[src/hw/rtl/pfc_pkg.sv]
// ----------------------------------------------------------------------------
// pfc_pkg: pixel format converter shared types and constants
// Format codes, Q16 coefficients and helper functions.
// ----------------------------------------------------------------------------
package pfc_pkg;

    typedef enum logic [2:0] {
        FMT_GRAY   = 3'd0,
        FMT_GRAYA  = 3'd1,
        FMT_RGB    = 3'd2,
        FMT_BGR    = 3'd3,
        FMT_RGBA   = 3'd4,
        FMT_BGRA   = 3'd5,
        FMT_YUV422 = 3'd6,
        FMT_BAD    = 3'd7
    } fmt_t;

    localparam logic CFG_SRC = 1'b0;
    localparam logic CFG_DST = 1'b1;

    localparam int unsigned Q_SHIFT = 16;

    // Q16 coefficients
    localparam logic signed [18:0] K_R_V  = 19'sd91947;
    localparam logic signed [18:0] K_G_U  = 19'sd22544;
    localparam logic signed [18:0] K_G_V  = 19'sd46793;
    localparam logic signed [18:0] K_B_U  = 19'sd115999;
    localparam logic signed [18:0] K_Y_R  = 19'sd19595;
    localparam logic signed [18:0] K_Y_G  = 19'sd38470;
    localparam logic signed [18:0] K_Y_B  = 19'sd7471;
    localparam logic signed [18:0] K_U    = 19'sd37028;
    localparam logic signed [18:0] K_V    = 19'sd46727;

    typedef struct packed {
        logic [7:0] r;
        logic [7:0] g;
        logic [7:0] b;
        logic [7:0] a;
        logic [7:0] lum;
    } pix_t;

    typedef logic [7:0] lanes_t [8];

    // Q16 sum divided by 65536 with truncation toward zero
    function automatic logic signed [15:0] qdiv(input logic signed [31:0] x);
        logic signed [31:0] t;
        t = x + (x[31] ? 32'sd65535 : 32'sd0);
        return t[31:16];
    endfunction

    function automatic logic [7:0] clamp8(input logic signed [15:0] x);
        if (x < 0) return 8'd0;
        if (x > 16'sd255) return 8'd255;
        return x[7:0];
    endfunction

    // Divide a 10-bit sum by three: multiply by reciprocal, exact below 768
    function automatic logic [7:0] div3(input logic [9:0] s);
        logic [21:0] p;
        p = 22'(s) * 22'd1366;
        return p[19:12];
    endfunction

endpackage

[src/hw/rtl/pfc_yuv_enc.sv]
// ----------------------------------------------------------------------------
// pfc_yuv_enc: RGB pair to YUV422 encoder
// Three register stages: luma, chroma products, averaging and clamp.
// ----------------------------------------------------------------------------
module pfc_yuv_enc
    import pfc_pkg::*;
(
    input  logic       aclk,
    input  logic       en,
    input  pix_t       pix0,
    input  pix_t       pix1,
    output logic [7:0] u_out,
    output logic [7:0] y0_out,
    output logic [7:0] v_out,
    output logic [7:0] y1_out
);

    logic signed [15:0] y_reg [2];
    logic signed [8:0]  br_reg [2];
    logic signed [8:0]  rr_reg [2];
    logic signed [15:0] y2_reg [2];
    logic signed [15:0] us_reg [2];
    logic signed [15:0] vs_reg [2];
    logic [7:0] u_reg, y0_reg, v_reg, y1_reg;
    logic signed [15:0] y_next [2];
    logic signed [15:0] us_next, vs_next;

    always_comb begin
        y_next[0] = qdiv(K_Y_R * $signed({1'b0, pix0.r}) + K_Y_G * $signed({1'b0, pix0.g})
                    + K_Y_B * $signed({1'b0, pix0.b}));
        y_next[1] = qdiv(K_Y_R * $signed({1'b0, pix1.r}) + K_Y_G * $signed({1'b0, pix1.g})
                    + K_Y_B * $signed({1'b0, pix1.b}));
        us_next = us_reg[0] + us_reg[1] + 16'sd1024;
        vs_next = vs_reg[0] + vs_reg[1] + 16'sd1024;
    end

    always_ff @(posedge aclk) begin
        if (en) begin
            for (int k = 0; k < 2; k++) begin
                y_reg[k] <= y_next[k];
            end
            br_reg[0] <= $signed({1'b0, pix0.b}) - 9'(y_next[0]);
            br_reg[1] <= $signed({1'b0, pix1.b}) - 9'(y_next[1]);
            rr_reg[0] <= $signed({1'b0, pix0.r}) - 9'(y_next[0]);
            rr_reg[1] <= $signed({1'b0, pix1.r}) - 9'(y_next[1]);
            for (int k = 0; k < 2; k++) begin
                y2_reg[k] <= y_reg[k];
                us_reg[k] <= qdiv(32'(K_U * br_reg[k]));
                vs_reg[k] <= qdiv(32'(K_V * rr_reg[k]));
            end
            // floor halving
            u_reg  <= clamp8((us_next >>> 1) - 16'sd384);
            v_reg  <= clamp8((vs_next >>> 1) - 16'sd384);
            y0_reg <= clamp8(y2_reg[0]);
            y1_reg <= clamp8(y2_reg[1]);
        end
    end

    assign u_out  = u_reg;
    assign y0_out = y0_reg;
    assign v_out  = v_reg;
    assign y1_out = y1_reg;

endmodule

[src/hw/rtl/pixel_format_converter_core.sv]
// ----------------------------------------------------------------------------
// pixel_format_converter_core: packed pixel pair format converter
// Converts a pixel pair per cycle unless stalled: gray, RGB, BGR, alpha, YUV422.
// ----------------------------------------------------------------------------
// Channel   Direction  Ports
// s_        in         s_valid, s_ready, s_src_byte0..7
// m_        out        m_valid, m_ready, m_dst_byte0..7
// cfg       in         cfg_valid, cfg_ready, cfg_index, cfg_data
//
// One word per cycle unless stalled, through five register stages (decode, luma,
// chroma products, clamp, select into the output register); a result is presented
// once its source word has passed through all of them.
// All stages advance together on a global enable; m_ready low holds the
// whole pipe, only when the output register is full. Reset clears valid bits.
// ----------------------------------------------------------------------------
module pixel_format_converter_core
    import pfc_pkg::*;
(
    input  logic       aclk,
    input  logic       aresetn,
    input  logic       s_valid,
    output logic       s_ready,
    input  logic [7:0] s_src_byte0,
    input  logic [7:0] s_src_byte1,
    input  logic [7:0] s_src_byte2,
    input  logic [7:0] s_src_byte3,
    input  logic [7:0] s_src_byte4,
    input  logic [7:0] s_src_byte5,
    input  logic [7:0] s_src_byte6,
    input  logic [7:0] s_src_byte7,
    output logic       m_valid,
    input  logic       m_ready,
    output logic [7:0] m_dst_byte0,
    output logic [7:0] m_dst_byte1,
    output logic [7:0] m_dst_byte2,
    output logic [7:0] m_dst_byte3,
    output logic [7:0] m_dst_byte4,
    output logic [7:0] m_dst_byte5,
    output logic [7:0] m_dst_byte6,
    output logic [7:0] m_dst_byte7,
    input  logic       cfg_valid,
    output logic       cfg_ready,
    input  logic       cfg_index,
    input  logic [2:0] cfg_data
);

    localparam int unsigned DEPTH = 5;

    logic [2:0] src_fmt_reg, dst_fmt_reg;
    logic [DEPTH-1:0] vld_reg;
    logic en;
    lanes_t lane;

    // stage 1: decode registers
    pix_t p0_reg, p1_reg;
    lanes_t raw_reg;
    // delay lines for raw lanes and for decoded pixels that bypass the YUV encoder
    lanes_t raw_d_reg [DEPTH-2];
    pix_t p0_d_reg [3];
    pix_t p1_d_reg [3];
    logic [7:0] res_reg [8];
    logic [7:0] res_next [8];

    logic signed [15:0] yu_r [2], yu_g [2], yu_b [2];
    pix_t p0_next, p1_next;
    logic [7:0] eu, ey0, ev, ey1;

    assign en        = !vld_reg[DEPTH-1] || m_ready;
    assign s_ready   = en;
    assign cfg_ready = 1'b1;
    assign m_valid   = vld_reg[DEPTH-1];

    assign lane[0] = s_src_byte0;
    assign lane[1] = s_src_byte1;
    assign lane[2] = s_src_byte2;
    assign lane[3] = s_src_byte3;
    assign lane[4] = s_src_byte4;
    assign lane[5] = s_src_byte5;
    assign lane[6] = s_src_byte6;
    assign lane[7] = s_src_byte7;

    always_ff @(posedge aclk) begin
        if (!aresetn) begin
            src_fmt_reg <= 3'd0;
            dst_fmt_reg <= 3'd0;
            vld_reg     <= '0;
        end else begin
            if (cfg_valid) begin
                if (cfg_index == CFG_SRC) src_fmt_reg <= cfg_data;
                else dst_fmt_reg <= cfg_data;
            end
            if (en) vld_reg <= {vld_reg[DEPTH-2:0], s_valid};
        end
    end

    // YUV decode for both pixels
    always_comb begin
        logic signed [8:0] u, v;
        logic signed [31:0] ys;
        u = $signed({1'b0, lane[0]}) - 9'sd128;
        v = $signed({1'b0, lane[2]}) - 9'sd128;
        for (int k = 0; k < 2; k++) begin
            ys = 32'(lane[1 + 2 * k]) <<< Q_SHIFT;
            yu_r[k] = qdiv(ys + K_R_V * v);
            yu_g[k] = qdiv(ys - K_G_U * u - K_G_V * v);
            yu_b[k] = qdiv(ys + K_B_U * u);
        end
    end

    function automatic pix_t dec(input logic [2:0] f, input lanes_t l, input int k,
                                 input logic [7:0] yr, input logic [7:0] yg,
                                 input logic [7:0] yb);
        pix_t p;
        p = '0;
        case (f)
            FMT_GRAY, FMT_GRAYA: begin
                p.r = l[k * (f == FMT_GRAYA ? 2 : 1)];
                p.g = p.r; p.b = p.r; p.lum = p.r;
                if (f == FMT_GRAYA) p.a = l[k * 2 + 1];
            end
            FMT_RGB, FMT_RGBA: begin
                p.r = l[k * (f == FMT_RGBA ? 4 : 3)];
                p.g = l[k * (f == FMT_RGBA ? 4 : 3) + 1];
                p.b = l[k * (f == FMT_RGBA ? 4 : 3) + 2];
                if (f == FMT_RGBA) p.a = l[k * 4 + 3];
                p.lum = div3(10'(p.r) + 10'(p.g) + 10'(p.b));
            end
            FMT_BGR, FMT_BGRA: begin
                p.b = l[k * (f == FMT_BGRA ? 4 : 3)];
                p.g = l[k * (f == FMT_BGRA ? 4 : 3) + 1];
                p.r = l[k * (f == FMT_BGRA ? 4 : 3) + 2];
                if (f == FMT_BGRA) p.a = l[k * 4 + 3];
                p.lum = div3(10'(p.r) + 10'(p.g) + 10'(p.b));
            end
            default: begin
                p.r = yr; p.g = yg; p.b = yb; p.lum = l[1 + 2 * k];
            end
        endcase
        return p;
    endfunction

    assign p0_next = dec(src_fmt_reg, lane, 0, clamp8(yu_r[0]), clamp8(yu_g[0]),
                         clamp8(yu_b[0]));
    assign p1_next = dec(src_fmt_reg, lane, 1, clamp8(yu_r[1]), clamp8(yu_g[1]),
                         clamp8(yu_b[1]));

    always_ff @(posedge aclk) begin
        if (en) begin
            p0_reg <= p0_next;
            p1_reg <= p1_next;
            raw_reg <= lane;
            raw_d_reg[0] <= raw_reg;
            for (int i = 1; i < DEPTH - 2; i++) raw_d_reg[i] <= raw_d_reg[i-1];
            p0_d_reg[0] <= p0_reg;
            p1_d_reg[0] <= p1_reg;
            for (int i = 1; i < 3; i++) begin
                p0_d_reg[i] <= p0_d_reg[i-1];
                p1_d_reg[i] <= p1_d_reg[i-1];
            end
            for (int i = 0; i < 8; i++) res_reg[i] <= res_next[i];
        end
    end

    pfc_yuv_enc u_enc (
        .aclk   (aclk),
        .en     (en),
        .pix0   (p0_reg),
        .pix1   (p1_reg),
        .u_out  (eu),
        .y0_out (ey0),
        .v_out  (ev),
        .y1_out (ey1)
    );

    // final select, aligned with encoder output
    always_comb begin
        pix_t q0, q1;
        q0 = p0_d_reg[2];
        q1 = p1_d_reg[2];
        for (int i = 0; i < 8; i++) res_next[i] = 8'd0;
        if (src_fmt_reg == FMT_BAD || dst_fmt_reg == FMT_BAD) begin
            // all zero
        end else if (src_fmt_reg == dst_fmt_reg) begin
            for (int i = 0; i < 8; i++) begin
                if ((src_fmt_reg inside {FMT_RGBA, FMT_BGRA})
                    || ((src_fmt_reg inside {FMT_RGB, FMT_BGR}) && i < 6)
                    || ((src_fmt_reg inside {FMT_GRAYA, FMT_YUV422}) && i < 4)
                    || i < 2)
                    res_next[i] = raw_d_reg[DEPTH-3][i];
            end
        end else begin
            case (dst_fmt_reg)
                FMT_GRAY: begin
                    res_next[0] = q0.lum; res_next[1] = q1.lum;
                end
                FMT_GRAYA: begin
                    res_next[0] = q0.lum; res_next[1] = q0.a;
                    res_next[2] = q1.lum; res_next[3] = q1.a;
                end
                FMT_RGB: begin
                    res_next[0] = q0.r; res_next[1] = q0.g; res_next[2] = q0.b;
                    res_next[3] = q1.r; res_next[4] = q1.g; res_next[5] = q1.b;
                end
                FMT_BGR: begin
                    res_next[0] = q0.b; res_next[1] = q0.g; res_next[2] = q0.r;
                    res_next[3] = q1.b; res_next[4] = q1.g; res_next[5] = q1.r;
                end
                FMT_RGBA: begin
                    res_next[0] = q0.r; res_next[1] = q0.g; res_next[2] = q0.b;
                    res_next[3] = q0.a; res_next[4] = q1.r; res_next[5] = q1.g;
                    res_next[6] = q1.b; res_next[7] = q1.a;
                end
                FMT_BGRA: begin
                    res_next[0] = q0.b; res_next[1] = q0.g; res_next[2] = q0.r;
                    res_next[3] = q0.a; res_next[4] = q1.b; res_next[5] = q1.g;
                    res_next[6] = q1.r; res_next[7] = q1.a;
                end
                default: begin
                    res_next[0] = eu; res_next[1] = ey0;
                    res_next[2] = ev; res_next[3] = ey1;
                end
            endcase
        end
    end

    assign m_dst_byte0 = res_reg[0];
    assign m_dst_byte1 = res_reg[1];
    assign m_dst_byte2 = res_reg[2];
    assign m_dst_byte3 = res_reg[3];
    assign m_dst_byte4 = res_reg[4];
    assign m_dst_byte5 = res_reg[5];
    assign m_dst_byte6 = res_reg[6];
    assign m_dst_byte7 = res_reg[7];

    a_stall_holds: assert property (@(posedge aclk) disable iff (!aresetn)
        m_valid && !m_ready |=> m_valid && $stable(vld_reg))
        else $error("pipeline moved during stall");

    a_ready_when_empty: assert property (@(posedge aclk) disable iff (!aresetn)
        !m_valid |-> s_ready)
        else $error("input stalled with empty output");

    a_flow: assert property (@(posedge aclk) disable iff (!aresetn)
        s_valid && s_ready |=> vld_reg[0])
        else $error("accepted word lost");

endmodule
[config.mk]
export PLATFORM = sky130hd
export DESIGN_NAME = pixel_format_converter_core
export DESIGN_NICKNAME = d
export VERILOG_FILES = /design/src/hw/rtl/pfc_pkg.sv /design/src/hw/rtl/pfc_yuv_enc.sv /design/src/hw/rtl/pixel_format_converter_core.sv
export SDC_FILE = /design/constraint.sdc
export NUM_CORES = 2
export LEC_CHECK = 0
export BUFFER_PORTS_ARGS = -buffer_cell sky130_fd_sc_hd__buf_2
export CAP_MARGIN = 20
export CORE_UTILIZATION = 66
export CTS_CLUSTER_DIAMETER = 80
export CTS_CLUSTER_SIZE = 14
export DETAILED_ROUTE_END_ITERATION = 10
export PLACE_DENSITY = 0.87
export SLEW_MARGIN = 0
export SYNTH_ARGS = -nofsm -noshare
export SYNTH_HDL_FRONTEND = slang
export SYNTH_SLANG_ARGS = --single-unit
[constraint.sdc]
create_clock -name aclk -period 22.2 [get_ports aclk]
set_clock_uncertainty 0.2 [all_clocks]
set_input_delay 2.22 -clock aclk [delete_from_list [all_inputs] [get_ports aclk]]
set_output_delay 2.22 -clock aclk [all_outputs]
set_load 0.005 [all_outputs]
# == Word level (Yosys, flattened, before mapping) ==
# Memory sizes are Yosys's and may differ from the RTL's.
# Index checks and enable logic that the tools add are counted.
# op_classes
bitwise,8
addsub,48
multipliers,18
mux,140
magnitude_cmp,27
n_eq_ne,14
n_reduce_logical,17
# ops
op,n
8-bit two-way mux,66
32-bit adder,10
"32-bit by 4-bit greater-or-equal comparator with 1-bit output, second input constant",7
16-bit two-way mux,12
8-bit binary-select mux with 3-bit select,7
24-bit case mux with 3 select lines,2
64-bit two-way mux,2
32-bit NOT,4
16-bit case mux with 4 select lines,2
28-bit by 17-bit adder with 29-bit output,4
25-bit by 27-bit adder with 28-bit output,4
16-bit case mux with 6 select lines,1
8-bit case mux with 3 select lines,4
"15-bit by 8-bit multiplier with 23-bit output, first input constant",4
"17-bit by 9-bit multiplier with 26-bit output, first input constant",3
"10-bit by 10-bit multiplier with 19-bit output, second input constant",4
"32-bit by 2-bit adder with 32-bit output, second input constant",2
"16-bit by 9-bit > comparator with 1-bit output, second input constant",4
"16-bit by 1-bit < comparator with 1-bit output, second input constant",4
4-bit NOT with 32-bit output,2
27-bit by 17-bit adder with 28-bit output,2
"18-bit by 9-bit multiplier with 27-bit output, first input constant",2
26-bit by 26-bit subtractor with 27-bit output,2
"13-bit by 9-bit > comparator with 1-bit output, second input constant",4
other kinds (31),114
# totals
ramBits,660
output_inout_bits,67
memories,10
elab_cells,307
input_bits,73
register_bits,187
# memory_table
name,depth,word_bits,read_ports,rd_ports_with_merged_regs,write_ports,line_no,text
raw_d_reg,3,64,3,0,3,pixel_format_converter_core.sv:58,lanes_t raw_d_reg [DEPTH-2];
p0_d_reg,3,40,3,0,3,pixel_format_converter_core.sv:59,pix_t p0_d_reg [3];
p1_d_reg,3,40,3,0,3,pixel_format_converter_core.sv:60,pix_t p1_d_reg [3];
res_reg,8,8,8,0,8,pixel_format_converter_core.sv:61,logic [7:0] res_reg [8];
u_enc.us_reg,2,16,2,0,2,pfc_yuv_enc.sv:22,logic signed [15:0] us_reg [2];
u_enc.vs_reg,2,16,2,0,2,pfc_yuv_enc.sv:23,logic signed [15:0] vs_reg [2];
4 more memories,-,-,-,-,-,-,

# == Longest topological paths before layout ==
# logic_depth
depth_word,12
depth_mapped,45
depth_no_buf,44

# == Hierarchy ==
# From an unflattened synthesis, not the netlist that was laid out.
# unflattened
hier_cells,7128
hier_area_um2,77342.9
# by_module_without_submodules
module,cells_per_inst,area_per_inst_um2,seq_area_each_um2,instances
pixel_format_converter_core,4031,46276.9,19438.6,1
pfc_yuv_enc,3097,31066.0,4594.4,1

# == Worst setup path before layout ==
# No wires, ideal clock.
# synth_timing
path_type,in2out
startpoint,in m_ready
endpoint,out s_ready
slack_ns,1.829
path_stages,3
n_path_buf,1
required_ns,19.780
arrival_time_ns,17.951
cell_sequence,nor2b_1 -> clkbuf_1 -> inv_1
# synth_via
elab_chain_cells,1
# synth_lines
item,line_no,text
start: declaration,pixel_format_converter_core.sv:32,"input logic m_ready,"
1-bit logical OR,pixel_format_converter_core.sv:68,assign en = !vld_reg[DEPTH-1] || m_ready;
end: declaration,pixel_format_converter_core.sv:22,"output logic s_ready,"
# No other way between the ends.

==> impl_results.md <==
* Post-synth EDFFs at 808
* Hold buffers post-CTS at 0
* # rows at 126
* Worst R2R Setup Slack at 11,750 ps
* Vias in the first global route at 58,600
* Total number of vias at 57,800
* Worst setup SP type: input pin
* Gr usage total at 35.0%
* YS warnings at 0
* Starting Density at 66.8%
* Worst-path fanout max at 18
* Aggregate global routing overflow at 0
* Worst Setup EP: p1_reg[24]$_DFFE_PP_
* Crit path kind: in2reg
* Met3 Track Usage GR at 5.09%
* Die H at 348 um
* WL final at 213,000 um
* Post-synth top flop: edfxtp_1
* Max incr delay on CP at 760 ps
* Drt first pass iters at 6
* Max cap viols at 0
* Yosys reg bits at 819
* Synth unique cells at 112
* Root Driver: clkbuf_16
* CTS clk-pin slew, worst paths at 60 ps
* CTS tree: done
* Met1 Use GR at 43.5%
* Synth-to-layout area growth at 5.85%
* Max-slew violations at 0
* Nets at 9,594
* Setup crit end kind: flip-flop
* Most used cell, CP: ha_1
* CP Data Arrival Time at 13,810 ps
* Ports at 140
* # resized after CTS at 0
* Die area at 121,000 um^2
* Reg-to-reg startpoint: src_fmt_reg[2]$_SDFFE_PN0P_
* Initial DRC count at 5,754
* Commonest non-fill, non-tap cell in the layout: ha_1
* Status: completed
* Worst-margin pin slew at 1100 ps
* Max clock buf depth at 3
* Post-DP HPWL at 166,000 um
* Final RePlAce weighted congestion at 0.990
* Layout cells sized above 1 at 6.05%
* CTS buffer count at 71
* Pin count of the biggest net entering global routing at 209
* Final period utilization at 61.7%
* Final Hold Vio Count at 0
* Most frequent cells in the layout: ha_1, inv_1, edfxtp_1
* Sequential-to-total area share from yosys stat at 30.9%
* Final setup fails at 0
* Postcts setup bufs at 0
* Crit path required time at 22,300 ps
* Die X at 348 um
* Final ANT Viol Nets at 0
* Worst path slowest cell: o41ai_1
* Avg Vias per Cell at 6.30
* Routing usage on met2 at 59.4%
* HP Class: reg2reg
* Post-synthesis async set-or-reset flop share at 0%
* Wirelength per Cell at 23.3 um
* Path depth of the worst reg2reg path at 30
* Antenna violations before repair at 4
* Clock insertion delay at the later pin of the skew report at 640 ps
* Clock sinks at 819
* RR Endpoint: p1_reg[5]$_DFFE_PP_
* Min Clock Period, post-route at 13,710 ps
* Syn nets at 9,466
* Avg Inst Size Synth at 10.7 um^2
* H-tree Lvls at 3
* Worst slew margin at 26.7%
* Area of the core at 119,000 um^2
* Setup TNS Final at 0 ps
* CP startpoint: s_src_byte2[0]
* Max reg flops at 192
* First-pass GRT wire length at 326,000 um
* Residual DRC count at 0
* PortBufs at 138
* RSZ-0062 raised after global routing: no
* Post-Syn Area at 79,200 um^2
* Layer with the highest usage: met2
* F_max at 72.9 MHz
* Synthesized instance count at 7,418
## routing by layer
layer  share of wire (%)  vias up
met5               0.011        -
met4                 6.1        4
met3                 8.4      692
met2                  47     2748
met1                  38    27900
li1                    -    26500
## worst max-delay path, delay by kind of cell
kind | cells | cell delay (ps)
AO/OA/AOI/OAI | 16 | 3740
buffers and inverters | 5 | 1230
AND/OR/NAND/NOR | 11 | 2830
XOR/XNOR | 1 | 360
adder cells (fa/ha/maj) | 8 | 3420
## stage by stage
step	hold WS [ps]	util, %	instances	cell area, um^2	setup WS [ps]
after global placement	200	68.9	9069	81700	8360
final	204	70.7	9171	83800	8490
after global routing	212	70.7	9170	83800	7810
after floorplan	200	-	7418	79200	1830
after detailed placement	205	68.9	9071	81700	8160
after CTS	207	70.6	9168	83700	8770
## worst min-delay path by stage
stage | start | end | slack (ps) | cells after the start
floorplan | p0_reg[0]$_DFFE_PP_ | p0_d_reg[0][0]$_DFFE_PP_ | 200 | 0
CTS | raw_d_reg[0][103]$_DFFE_PP_ | raw_d_reg[0][167]$_DFFE_PP_ | 210 | 0
detailed placement | p0_d_reg[0][65]$_DFFE_PP_ | p0_d_reg[0][105]$_DFFE_PP_ | 200 | 0
finish | raw_d_reg[0][100]$_DFFE_PP_ | raw_d_reg[0][164]$_DFFE_PP_ | 200 | 0
global placement | p0_d_reg[0][34]$_DFFE_PP_ | p0_d_reg[0][74]$_DFFE_PP_ | 200 | 0
global route | p1_d_reg[0][20]$_DFFE_PP_ | p1_d_reg[0][60]$_DFFE_PP_ | 210 | 0
## Yosys cell counts, drive strengths merged, types with 35 or more instances
library cell	count	area (um^2)
a211oi	52	395
a21o	147	1100
a21oi	445	2230
a22oi	39	293
a31oi	47	315
and2	39	246
clkbuf	97	367
edfxtp	808	24300
fa	484	9690
ha	1491	18700
inv	1136	4260
mux2	76	856
mux2i	55	551
nand2	300	1140
nand2b	63	394
nand3	164	821
nand4	35	219
nor2	341	1290
nor2b	93	582
nor3	110	583
o21a	69	518
o21ai	241	1210
o21bai	63	473
or2	52	325
xnor2	291	2550
xor2	163	1430
## area by class of cell
cell class / instances / area [um^2]
Inverter: 1137 / 4280
Timing Repair Buffer: 175 / 1020
Sequential cell: 819 / 24500
Clock inverter: 8 / 116
Antenna cell: 1 / 2.50
Multi-Input combinational cell: 5342 / 50000
Fill cell: 8146 / 34800
Tap cell: 1600 / 2000
Clock buffer: 89 / 1930
## kinds of logic (layout without fill, tap and decap cells)
family,after synthesis,after routing,synth area share (%)
fa+ha+maj,1976,1976,35.8
flops,819,819,30.9
compound gates,1429,1429,11.9
buf+inv,1257,1409,6.00
simple gates,1351,1351,8.53
other cells,1,2,0.00474
mux,131,131,1.78
xor+xnor,454,454,5.02
Power is not shown: default switching activity piles up to over one toggle a cycle in this logic, so the estimate is an artifact.
